===== config.mk =====
export PLATFORM = sky130hd
export DESIGN_NAME = ascii_to_int64_parser_flat
export DESIGN_NICKNAME = d
export VERILOG_FILES = /design/src/design/a2i_pkg.sv /design/src/design/a2i_char_if.sv /design/src/design/a2i_result_if.sv /design/src/design/ascii_to_int64_parser.sv /design/src/design/a2i_front.sv /design/src/design/a2i_queue.sv /design/src/design/a2i_back.sv /design/src/flat_wrapper.sv
export SDC_FILE = /design/constraint.sdc
export NUM_CORES = 2
export LEC_CHECK = 0
export ABC_AREA = 0
export BUFFER_PORTS_ARGS = -buffer_cell sky130_fd_sc_hd__buf_2
export CAP_MARGIN = 20
export CORE_MARGIN = 2
export CORE_UTILIZATION = 44
export DETAILED_ROUTE_END_ITERATION = 10
export PLACE_DENSITY_LB_ADDON = 0.1
export REMOVE_ABC_BUFFERS = 1
export SYNTH_ARGS = -nofsm -noshare
export SYNTH_HDL_FRONTEND = slang
export SYNTH_SLANG_ARGS = --single-unit

===== constraint.sdc =====
create_clock -name clk -period 16.9 [get_ports clk]
set_input_delay 4.225 -clock clk [delete_from_list [all_inputs] [get_ports clk]]
set_output_delay 4.225 -clock clk [all_outputs]
set_load 0.01 [all_outputs]

===== src/design/a2i_pkg.sv =====
// ----------------------------------------------------------------------------
// a2i_pkg
// Shared types, constants and helper functions for the ASCII to int64 parser.
// ----------------------------------------------------------------------------
package a2i_pkg;

  localparam int CHAR_W   = 8;
  localparam int RADIX_W  = 6;
  localparam int VALUE_W  = 64;
  localparam int CONS_W   = 13;
  localparam int STATUS_W = 2;
  localparam int DIGIT_W  = 6;
  // accumulator times base plus digit never exceeds 2^63 * 36 + 35
  localparam int PROD_W   = VALUE_W + RADIX_W;
  localparam int Q_DEPTH  = 2;

  // Character codes
  localparam logic [CHAR_W-1:0] CH_NUL   = 8'h00;
  localparam logic [CHAR_W-1:0] CH_TAB   = 8'h09;
  localparam logic [CHAR_W-1:0] CH_CR    = 8'h0D;
  localparam logic [CHAR_W-1:0] CH_SPACE = 8'h20;
  localparam logic [CHAR_W-1:0] CH_PLUS  = 8'h2B;
  localparam logic [CHAR_W-1:0] CH_MINUS = 8'h2D;
  localparam logic [CHAR_W-1:0] CH_0     = 8'h30;
  localparam logic [CHAR_W-1:0] CH_9     = 8'h39;
  localparam logic [CHAR_W-1:0] CH_UA    = 8'h41;
  localparam logic [CHAR_W-1:0] CH_UZ    = 8'h5A;
  localparam logic [CHAR_W-1:0] CH_UX    = 8'h58;
  localparam logic [CHAR_W-1:0] CH_LA    = 8'h61;
  localparam logic [CHAR_W-1:0] CH_LZ    = 8'h7A;
  localparam logic [CHAR_W-1:0] CH_LX    = 8'h78;

  // Digit value given to anything that is no digit of any base
  localparam logic [DIGIT_W-1:0] DIGIT_NONE = 6'd63;
  localparam logic [DIGIT_W-1:0] DIGIT_ALPHA = 6'd10;

  // Bases
  localparam logic [RADIX_W-1:0] BASE_AUTO = 6'd0;
  localparam logic [RADIX_W-1:0] BASE_ONE  = 6'd1;
  localparam logic [RADIX_W-1:0] BASE_OCT  = 6'd8;
  localparam logic [RADIX_W-1:0] BASE_DEC  = 6'd10;
  localparam logic [RADIX_W-1:0] BASE_HEX  = 6'd16;
  localparam logic [RADIX_W-1:0] BASE_MAX  = 6'd36;

  // Result status codes
  localparam logic [STATUS_W-1:0] ST_OK       = 2'd0;
  localparam logic [STATUS_W-1:0] ST_NODIGITS = 2'd1;
  localparam logic [STATUS_W-1:0] ST_RANGE    = 2'd2;
  localparam logic [STATUS_W-1:0] ST_BADBASE  = 2'd3;

  typedef enum logic [2:0] {
    PH_WS,
    PH_SIGN,
    PH_ZERO,
    PH_DIGITS,
    PH_DONE
  } phase_t;

  // Classified character as it travels from front to back
  typedef struct packed {
    logic               last;
    logic               nul;
    logic               ws;
    logic               plus;
    logic               minus;
    logic               xmark;
    logic [DIGIT_W-1:0] digit;
  } token_t;

  function automatic logic [DIGIT_W-1:0] digit_of(input logic [CHAR_W-1:0] c);
    logic [DIGIT_W-1:0] d;
    d = DIGIT_NONE;
    if (c >= CH_0 && c <= CH_9) begin
      d = DIGIT_W'(c - CH_0);
    end else if (c >= CH_UA && c <= CH_UZ) begin
      d = DIGIT_W'(c - CH_UA) + DIGIT_ALPHA;
    end else if (c >= CH_LA && c <= CH_LZ) begin
      d = DIGIT_W'(c - CH_LA) + DIGIT_ALPHA;
    end
    return d;
  endfunction

  function automatic logic base_invalid(input logic [RADIX_W-1:0] b);
    return (b == BASE_ONE) || (b > BASE_MAX);
  endfunction

endpackage


===== src/design/a2i_char_if.sv =====
// ----------------------------------------------------------------------------
// a2i_char_if
// Character stream channel: one character and an end-of-string flag.
// ----------------------------------------------------------------------------
interface a2i_char_if;
  logic                        valid;
  logic                        ready;
  logic [a2i_pkg::CHAR_W-1:0]  char_code;
  logic                        is_last;

  modport source (output valid, output char_code, output is_last, input ready);
  modport sink   (input valid, input char_code, input is_last, output ready);
endinterface


===== src/design/a2i_result_if.sv =====
// ----------------------------------------------------------------------------
// a2i_result_if
// Result channel: parsed value, consumed character count and status.
// ----------------------------------------------------------------------------
interface a2i_result_if;
  logic                          valid;
  logic                          ready;
  logic [a2i_pkg::VALUE_W-1:0]   value;
  logic [a2i_pkg::CONS_W-1:0]    consumed;
  logic [a2i_pkg::STATUS_W-1:0]  status;

  modport source (output valid, output value, output consumed, output status,
                  input ready);
  modport sink   (input valid, input value, input consumed, input status,
                  output ready);
endinterface


===== src/design/ascii_to_int64_parser.sv =====
// ----------------------------------------------------------------------------
// ascii_to_int64_parser
// Parses a character stream into a saturating signed 64-bit integer.
// ----------------------------------------------------------------------------
// Throughput: one character per clock cycle while results are taken; set by the
//   single multiply-add and range compare of the parse engine.
// Result path: the last character of a string passes the token queue, then the
//   parse engine, which writes the result into its output register.
// Reset: clears radix to auto-detect, empties the queue and the output
//   register and returns the parser to whitespace skipping.
// ----------------------------------------------------------------------------
module ascii_to_int64_parser #(
  parameter int MAX_LEN = 4096
) (
  input  logic                          clk,
  input  logic                          rst,
  input  logic                          cfg_we,
  input  logic [a2i_pkg::RADIX_W-1:0]   cfg_wdata,
  a2i_char_if.sink                      char_in,
  a2i_result_if.source                  result_out
);

  logic [a2i_pkg::RADIX_W-1:0] radix;
  logic                        push_valid;
  logic                        push_ready;
  a2i_pkg::token_t             push_token;
  logic                        pop_valid;
  logic                        pop_ready;
  a2i_pkg::token_t             pop_token;

  // Hold the radix register
  always_ff @(posedge clk) begin
    if (rst) begin
      radix <= a2i_pkg::BASE_AUTO;
    end else if (cfg_we) begin
      radix <= cfg_wdata;
    end
  end

  a2i_front u_front (
    .char_in    (char_in),
    .push_valid (push_valid),
    .push_token (push_token),
    .push_ready (push_ready)
  );

  a2i_queue u_queue (
    .clk        (clk),
    .rst        (rst),
    .push_valid (push_valid),
    .push_token (push_token),
    .push_ready (push_ready),
    .pop_valid  (pop_valid),
    .pop_token  (pop_token),
    .pop_ready  (pop_ready)
  );

  a2i_back #(
    .MAX_LEN (MAX_LEN)
  ) u_back (
    .clk        (clk),
    .rst        (rst),
    .radix      (radix),
    .pop_valid  (pop_valid),
    .pop_token  (pop_token),
    .pop_ready  (pop_ready),
    .result_out (result_out)
  );

endmodule


===== src/design/a2i_front.sv =====
// ----------------------------------------------------------------------------
// a2i_front
// Accepts characters and classifies them into tokens for the parse engine.
// ----------------------------------------------------------------------------
module a2i_front (
  a2i_char_if.sink          char_in,
  output logic              push_valid,
  output a2i_pkg::token_t   push_token,
  input  logic              push_ready
);

  // Pass the handshake straight to the queue
  assign push_valid     = char_in.valid;
  assign char_in.ready  = push_ready;

  // Classify the character
  always_comb begin
    push_token.last  = char_in.is_last;
    push_token.nul   = (char_in.char_code == a2i_pkg::CH_NUL);
    push_token.ws    = (char_in.char_code == a2i_pkg::CH_SPACE) ||
                       (char_in.char_code >= a2i_pkg::CH_TAB &&
                        char_in.char_code <= a2i_pkg::CH_CR);
    push_token.plus  = (char_in.char_code == a2i_pkg::CH_PLUS);
    push_token.minus = (char_in.char_code == a2i_pkg::CH_MINUS);
    push_token.xmark = (char_in.char_code == a2i_pkg::CH_LX) ||
                       (char_in.char_code == a2i_pkg::CH_UX);
    push_token.digit = a2i_pkg::digit_of(char_in.char_code);
  end

endmodule


===== src/design/a2i_queue.sv =====
// ----------------------------------------------------------------------------
// a2i_queue
// Short token queue that decouples the classifier from the parse engine.
// ----------------------------------------------------------------------------
module a2i_queue (
  input  logic              clk,
  input  logic              rst,
  input  logic              push_valid,
  input  a2i_pkg::token_t   push_token,
  output logic              push_ready,
  output logic              pop_valid,
  output a2i_pkg::token_t   pop_token,
  input  logic              pop_ready
);

  localparam int DEPTH = a2i_pkg::Q_DEPTH;
  localparam int PTR_W = (DEPTH > 1) ? $clog2(DEPTH) : 1;
  localparam int CNT_W = $clog2(DEPTH + 1);

  a2i_pkg::token_t  entries [DEPTH];
  logic [PTR_W-1:0] wr_ptr;
  logic [PTR_W-1:0] rd_ptr;
  logic [CNT_W-1:0] count;
  logic             push;
  logic             pop;

  assign push_ready = (count != CNT_W'(DEPTH));
  assign pop_valid  = (count != '0);
  assign pop_token  = entries[rd_ptr];
  assign push       = push_valid && push_ready;
  assign pop        = pop_valid && pop_ready;

  // Advance pointers and occupancy
  always_ff @(posedge clk) begin
    if (rst) begin
      wr_ptr <= '0;
      rd_ptr <= '0;
      count  <= '0;
    end else begin
      if (push) begin
        wr_ptr <= (wr_ptr == PTR_W'(DEPTH - 1)) ? '0 : wr_ptr + 1'b1;
      end
      if (pop) begin
        rd_ptr <= (rd_ptr == PTR_W'(DEPTH - 1)) ? '0 : rd_ptr + 1'b1;
      end
      if (push && !pop) begin
        count <= count + 1'b1;
      end else if (pop && !push) begin
        count <= count - 1'b1;
      end
    end
  end

  // Store tokens
  always_ff @(posedge clk) begin
    if (push) begin
      entries[wr_ptr] <= push_token;
    end
  end

endmodule


===== src/design/a2i_back.sv =====
// ----------------------------------------------------------------------------
// a2i_back
// Parse engine: runs the sign, prefix and digit state machine one token per cycle,
// stalling a closing token on an occupied output register that holds each finished result.
// ----------------------------------------------------------------------------
module a2i_back #(
  parameter int MAX_LEN = 4096
) (
  input  logic                           clk,
  input  logic                           rst,
  input  logic [a2i_pkg::RADIX_W-1:0]    radix,
  input  logic                           pop_valid,
  input  a2i_pkg::token_t                pop_token,
  output logic                           pop_ready,
  a2i_result_if.source                   result_out
);

  localparam int POS_W  = $clog2(MAX_LEN + 1);
  localparam int VW     = a2i_pkg::VALUE_W;
  localparam int RW     = a2i_pkg::RADIX_W;
  localparam int PW     = a2i_pkg::PROD_W;

  a2i_pkg::phase_t  phase, phase_next;
  logic             negative, negative_next;
  logic [RW-1:0]    active_base, active_base_next;
  logic [VW-1:0]    accumulator, accumulator_next;
  logic             overflowed, overflowed_next;
  logic [POS_W-1:0] position, position_next;
  logic [POS_W-1:0] end_position, end_position_next;

  logic [VW-1:0]                   value_next;
  logic [a2i_pkg::CONS_W-1:0]      consumed_next;
  logic [a2i_pkg::STATUS_W-1:0]    status_next;
  logic                            out_free;
  logic                            take;

  // Hold a closing token while the output register is still occupied
  assign out_free  = !result_out.valid || result_out.ready;
  assign pop_ready = !pop_token.last || out_free;
  assign take      = pop_valid && pop_ready;

  // Step the parser on one token
  always_comb begin
    logic          cont;
    logic [PW-1:0] prod;
    logic [PW-1:0] limit;

    phase_next        = phase;
    negative_next     = negative;
    active_base_next  = active_base;
    accumulator_next  = accumulator;
    overflowed_next   = overflowed;
    position_next     = position;
    end_position_next = end_position;
    cont              = 1'b1;
    prod              = '0;
    limit             = '0;

    if (position < POS_W'(MAX_LEN)) begin
      // sample the base at the first character of a string
      if (position == '0) begin
        active_base_next = radix;
        if (a2i_pkg::base_invalid(radix)) begin
          phase_next = a2i_pkg::PH_DONE;
        end
      end

      if (phase_next == a2i_pkg::PH_DONE) begin
        cont = 1'b0;
      end else if (pop_token.nul) begin
        phase_next = a2i_pkg::PH_DONE;
        cont       = 1'b0;
      end

      // leading whitespace and sign
      if (cont && phase_next == a2i_pkg::PH_WS) begin
        if (pop_token.ws) begin
          cont = 1'b0;
        end else begin
          phase_next = a2i_pkg::PH_SIGN;
          if (pop_token.plus) begin
            cont = 1'b0;
          end else if (pop_token.minus) begin
            negative_next = 1'b1;
            cont          = 1'b0;
          end
        end
      end

      // base detection and hex prefix
      if (cont) begin
        if (phase_next == a2i_pkg::PH_SIGN) begin
          if (active_base_next == a2i_pkg::BASE_AUTO) begin
            if (pop_token.digit == '0) begin
              active_base_next  = a2i_pkg::BASE_OCT;
              end_position_next = position + 1'b1;
              phase_next        = a2i_pkg::PH_ZERO;
              cont              = 1'b0;
            end else begin
              active_base_next = a2i_pkg::BASE_DEC;
            end
          end
          if (cont) begin
            phase_next = a2i_pkg::PH_DIGITS;
          end
        end else if (phase_next == a2i_pkg::PH_ZERO) begin
          phase_next = a2i_pkg::PH_DIGITS;
          if (pop_token.xmark) begin
            active_base_next = a2i_pkg::BASE_HEX;
            cont             = 1'b0;
          end
        end
      end

      // digit accumulation with exact range test
      if (cont) begin
        if (pop_token.digit >= active_base_next) begin
          phase_next = a2i_pkg::PH_DONE;
        end else begin
          if (!overflowed) begin
            prod  = PW'(accumulator) * PW'(active_base_next) + PW'(pop_token.digit);
            limit = (PW'(1) << (VW - 1)) - PW'(!negative_next);
            if (prod > limit) begin
              overflowed_next = 1'b1;
            end else begin
              accumulator_next = prod[VW-1:0];
            end
          end
          end_position_next = position + 1'b1;
        end
      end

      position_next = position + 1'b1;
    end

    // Form the result
    if (a2i_pkg::base_invalid(active_base_next)) begin
      value_next    = '0;
      consumed_next = '0;
      status_next   = a2i_pkg::ST_BADBASE;
    end else if (end_position_next == '0) begin
      value_next    = '0;
      consumed_next = '0;
      status_next   = a2i_pkg::ST_NODIGITS;
    end else if (overflowed_next) begin
      value_next    = (VW'(1) << (VW - 1)) - VW'(!negative_next);
      consumed_next = a2i_pkg::CONS_W'(end_position_next);
      status_next   = a2i_pkg::ST_RANGE;
    end else begin
      value_next    = negative_next ? (VW'(0) - accumulator_next) : accumulator_next;
      consumed_next = a2i_pkg::CONS_W'(end_position_next);
      status_next   = a2i_pkg::ST_OK;
    end
  end

  // Advance parse state; clear it once a string closes
  always_ff @(posedge clk) begin
    if (rst) begin
      phase        <= a2i_pkg::PH_WS;
      negative     <= 1'b0;
      active_base  <= '0;
      accumulator  <= '0;
      overflowed   <= 1'b0;
      position     <= '0;
      end_position <= '0;
    end else if (take) begin
      if (pop_token.last) begin
        phase        <= a2i_pkg::PH_WS;
        negative     <= 1'b0;
        active_base  <= '0;
        accumulator  <= '0;
        overflowed   <= 1'b0;
        position     <= '0;
        end_position <= '0;
      end else begin
        phase        <= phase_next;
        negative     <= negative_next;
        active_base  <= active_base_next;
        accumulator  <= accumulator_next;
        overflowed   <= overflowed_next;
        position     <= position_next;
        end_position <= end_position_next;
      end
    end
  end

  // Output register valid
  always_ff @(posedge clk) begin
    if (rst) begin
      result_out.valid <= 1'b0;
    end else begin
      if (result_out.valid && result_out.ready) begin
        result_out.valid <= 1'b0;
      end
      if (take && pop_token.last) begin
        result_out.valid <= 1'b1;
      end
    end
  end

  // Output register payload
  always_ff @(posedge clk) begin
    if (take && pop_token.last) begin
      result_out.value    <= value_next;
      result_out.consumed <= consumed_next;
      result_out.status   <= status_next;
    end
  end

endmodule

===== src/flat_wrapper.sv =====
// flat-port wrapper written by rule: the top's interface ports become plain ports
module ascii_to_int64_parser_flat 
#(
  parameter int MAX_LEN = 4096
)
  (clk, rst, cfg_we, cfg_wdata, char_in_valid, char_in_char_code, char_in_is_last, char_in_ready, result_out_valid, result_out_value, result_out_consumed, result_out_status, result_out_ready);
  a2i_char_if char_in_i ();
  a2i_result_if result_out_i ();
  input  logic clk;
  input  logic rst;
  input  logic cfg_we;
  input  logic [a2i_pkg::RADIX_W-1:0] cfg_wdata;
  input wire logic [$bits(char_in_i.valid)-1:0] char_in_valid;
  input wire logic [$bits(char_in_i.char_code)-1:0] char_in_char_code;
  input wire logic [$bits(char_in_i.is_last)-1:0] char_in_is_last;
  output wire logic [$bits(char_in_i.ready)-1:0] char_in_ready;
  output wire logic [$bits(result_out_i.valid)-1:0] result_out_valid;
  output wire logic [$bits(result_out_i.value)-1:0] result_out_value;
  output wire logic [$bits(result_out_i.consumed)-1:0] result_out_consumed;
  output wire logic [$bits(result_out_i.status)-1:0] result_out_status;
  input wire logic [$bits(result_out_i.ready)-1:0] result_out_ready;
  assign char_in_i.valid = char_in_valid;
  assign char_in_i.char_code = char_in_char_code;
  assign char_in_i.is_last = char_in_is_last;
  assign char_in_ready = char_in_i.ready;
  assign result_out_valid = result_out_i.valid;
  assign result_out_value = result_out_i.value;
  assign result_out_consumed = result_out_i.consumed;
  assign result_out_status = result_out_i.status;
  assign result_out_i.ready = result_out_ready;
  ascii_to_int64_parser #(.MAX_LEN(MAX_LEN)) u_core (.clk(clk), .rst(rst), .cfg_we(cfg_we), .cfg_wdata(cfg_wdata), .char_in(char_in_i), .result_out(result_out_i));
endmodule

==> metrics <==
largest net degree at the start of global routing=66; clk sinks=216; Synth Cell Area=0.0281 mm²; Die X=257 µm; global-route wire length before repair=153 mm; total number of vias=25487; synth warn=0; Starting Density=0.446; pins over their slew limit=0; number of synthesized flops with an enable pin=103; GPL Wtd Cong=0.978; drt first pass iters=7; Tightest Hold Check Type=flip-flop to flip-flop; Critical Path Sink Type=flip-flop; Clock Tree Root=clkbuf_16; Tot GR Track Use=0.299; #FFs+latches synth=216; CTS Buffer Depth=3; vias in the first global route=25437; Post-synth ARST share=0; CP max stage cell=a211oi_1; leakage=0.0135 µW; H-Tree Depth=1; Worst R2R Start=u_core.u_back.position[0]$_SDFFE_PP0P_; Routed Antenna Nets=0; postcts setup bufs=0; Max-slew headroom=0.195; height of the die=257 µm; TNS Setup=0 ps; Via density=6.09; CP most frequent cell=ha_1; status=finished clean; number of core rows=92; routed len/inst=23.6 µm; final setup fails=0; Residual DRC=0; VDD IR max=0.0873 mV; core area=0.0631 mm²; Area Overhead vs Synth=7.29%; startpoint types=flip-flop; HP Start=u_core.u_back.end_position[4]$_SDFFE_PP0P_; Final Hold Vio Count=0; Critical Path Fanout Max=34; layout cells sized above 1=0.0877; CTS tree=built; Mean Syn Cell Area=8.36 µm²; IO Port Bufs=100; worst slew pin tran=1200 ps; RSZ-0062 raised after global routing=false; Setup CP Type=flip-flop to flip-flop; Initial DRC Count=2434; period utilisation layout=0.878; slack of the critical path=2060 ps; commonest non-fill, non-tap cell in the layout=nand2_1; Post-Synthesis Cells=3366; die footprint=0.0660 mm²; CTS Buf Count=27; Netlist cell types=92; # IOs=101; Hold-fix buffers, CTS=0; crit path DAT=15140 ps; fmax=0.0674 GHz; sequential cell area fraction in the yosys report=0.190; Setup crit start=u_core.u_back.position[0]$_SDFFE_PP0P_; pwr dens=71.7 mW/mm²; Skew-Pair Late Insertion Delay=590 ps; most frequent cells in the layout=nand2_1 (343), nor2_1 (327), and2_1 (258); grt ovf=0; top_reg_cell synth=dfxtp_1; CTS resizes=0; Critical Path Max Stage Delay=940 ps; Max-Cap Viols=0; Routed WL=99.0 mm; Reg clk slew, reported paths=70 ps; Clock Skew=30.7 ps; initial antenna violation count=4; Final nets=3821; post-route minimum period=14840 ps; Post-DP HPWL=74.5 mm; Required @ worst endpoint=17200 ps; pre-CTS setup slack=2340 ps
==> Yosys cell counts (57+ instances only) <==
cell type,count,area [µm²]
nand2_1,343,1290
nor2_1,332,1250
and2_1,258,1610
fa_1,252,5040
ha_1,229,2870
inv_1,219,822
a21oi_1,210,1050
clkbuf_1,176,661
o21ai_0,141,706
dfxtp_1,113,2260
edfxtp_1,103,3090
nor3_1,84,420
mux2i_1,77,771
a22oi_1,76,571
nand4_1,57,357
==> where the power goes <==
part / switching (µW) / internal, µW / leakage (µW)
combinational: 649 / 228 / 0.0111
sequential: 37.3 / 634 / 0.00188
clock: 271 / 347 / 0.000448
==> final timing paths <==
kind,to,slack (ps),cells past startpoint
max,u_core.u_back.result_out.value[48]$_SDFFCE_PP0P_,2060,45
min,u_core.u_back.end_position[4]$_SDFFE_PP0P_,490,2
max reg2reg,u_core.u_back.result_out.value[48]$_SDFFCE_PP0P_,2060,45
min reg2reg,u_core.u_back.end_position[4]$_SDFFE_PP0P_,490,2
==> layout make-up <==
| cell class | instances | area (µm²) |
|---|---|---|
| fillers | 6270 | 32900 |
| multi-input cells | 2714 | 21200 |
| flip-flops and latches | 216 | 5360 |
| well taps | 846 | 1060 |
| inverters | 222 | 836 |
| repair buffers | 139 | 810 |
| clock buffers | 28 | 679 |
| clock inverters | 22 | 244 |
| diodes | 1 | 2.50 |
==> routing by layer <==
| metal | wire length, µm | track usage |
|---|---|---|
| met1 | 42700 | 0.407 |
| met2 | 45200 | 0.482 |
| met3 | 7910 | 0.0558 |
| met4 | 3160 | 0.0875 |
| met5 | 0 | 0 |
==> stage by stage <==
stage / instance area (µm²) / util / power (µW) / hold slack [ps] / std cells
after CTS: 30100 / 0.478 / 2150 / 491 / 4186
final: 30200 / 0.478 / 2170 / 493 / 4188
after global placement: 29200 / 0.463 / 1520 / 462 / 4134
after floorplan: 27300 / - / 1150 / 449 / 3152
after detailed placement: 29200 / 0.463 / 1530 / 472 / 4136
after global routing: 30200 / 0.478 / 2260 / 525 / 4187
==> critical path, delay by kind of cell, from the launching register on <==
kind	cells	cell delay, ps
compound gates	11	3670
xor+xnor	1	160
fa+ha+maj	8	2830
buf+inv	5	840
flops	1	380
mux	2	1040
simple gates	18	5590
==> sequential cells by signal, indices dropped and copies added (netlist names), named ones only <==
name                               cells
u_core.u_back.accumulator             64
u_core.u_back.result_out.value        64
u_core.u_queue.entries                24
u_core.u_back.end_position            13
u_core.u_back.position                13
u_core.u_back.result_out.consumed     13
u_core.radix                           6
u_core.u_back.active_base              6
u_core.u_back.phase                    3
u_core.u_back.result_out.status        2
u_core.u_queue.count                   2
u_core.u_back.negative                 1
u_core.u_back.overflowed               1
u_core.u_back.result_out.valid         1
u_core.u_queue.rd_ptr                  1
u_core.u_queue.wr_ptr                  1
==> kinds of logic (layout without fill, tap and decap cells) <==
group,Yosys count,after routing,share of synthesized area
simple gates,1328,1328,0.235
compound gates,682,682,0.154
fa+ha+maj,481,481,0.281
buf+inv,436,411,0.0606
flops,216,216,0.190
mux,134,134,0.0503
xor+xnor,89,89,0.0277
other cells,0,1,0
No activity file was read; power rests on OpenSTA's default activity.
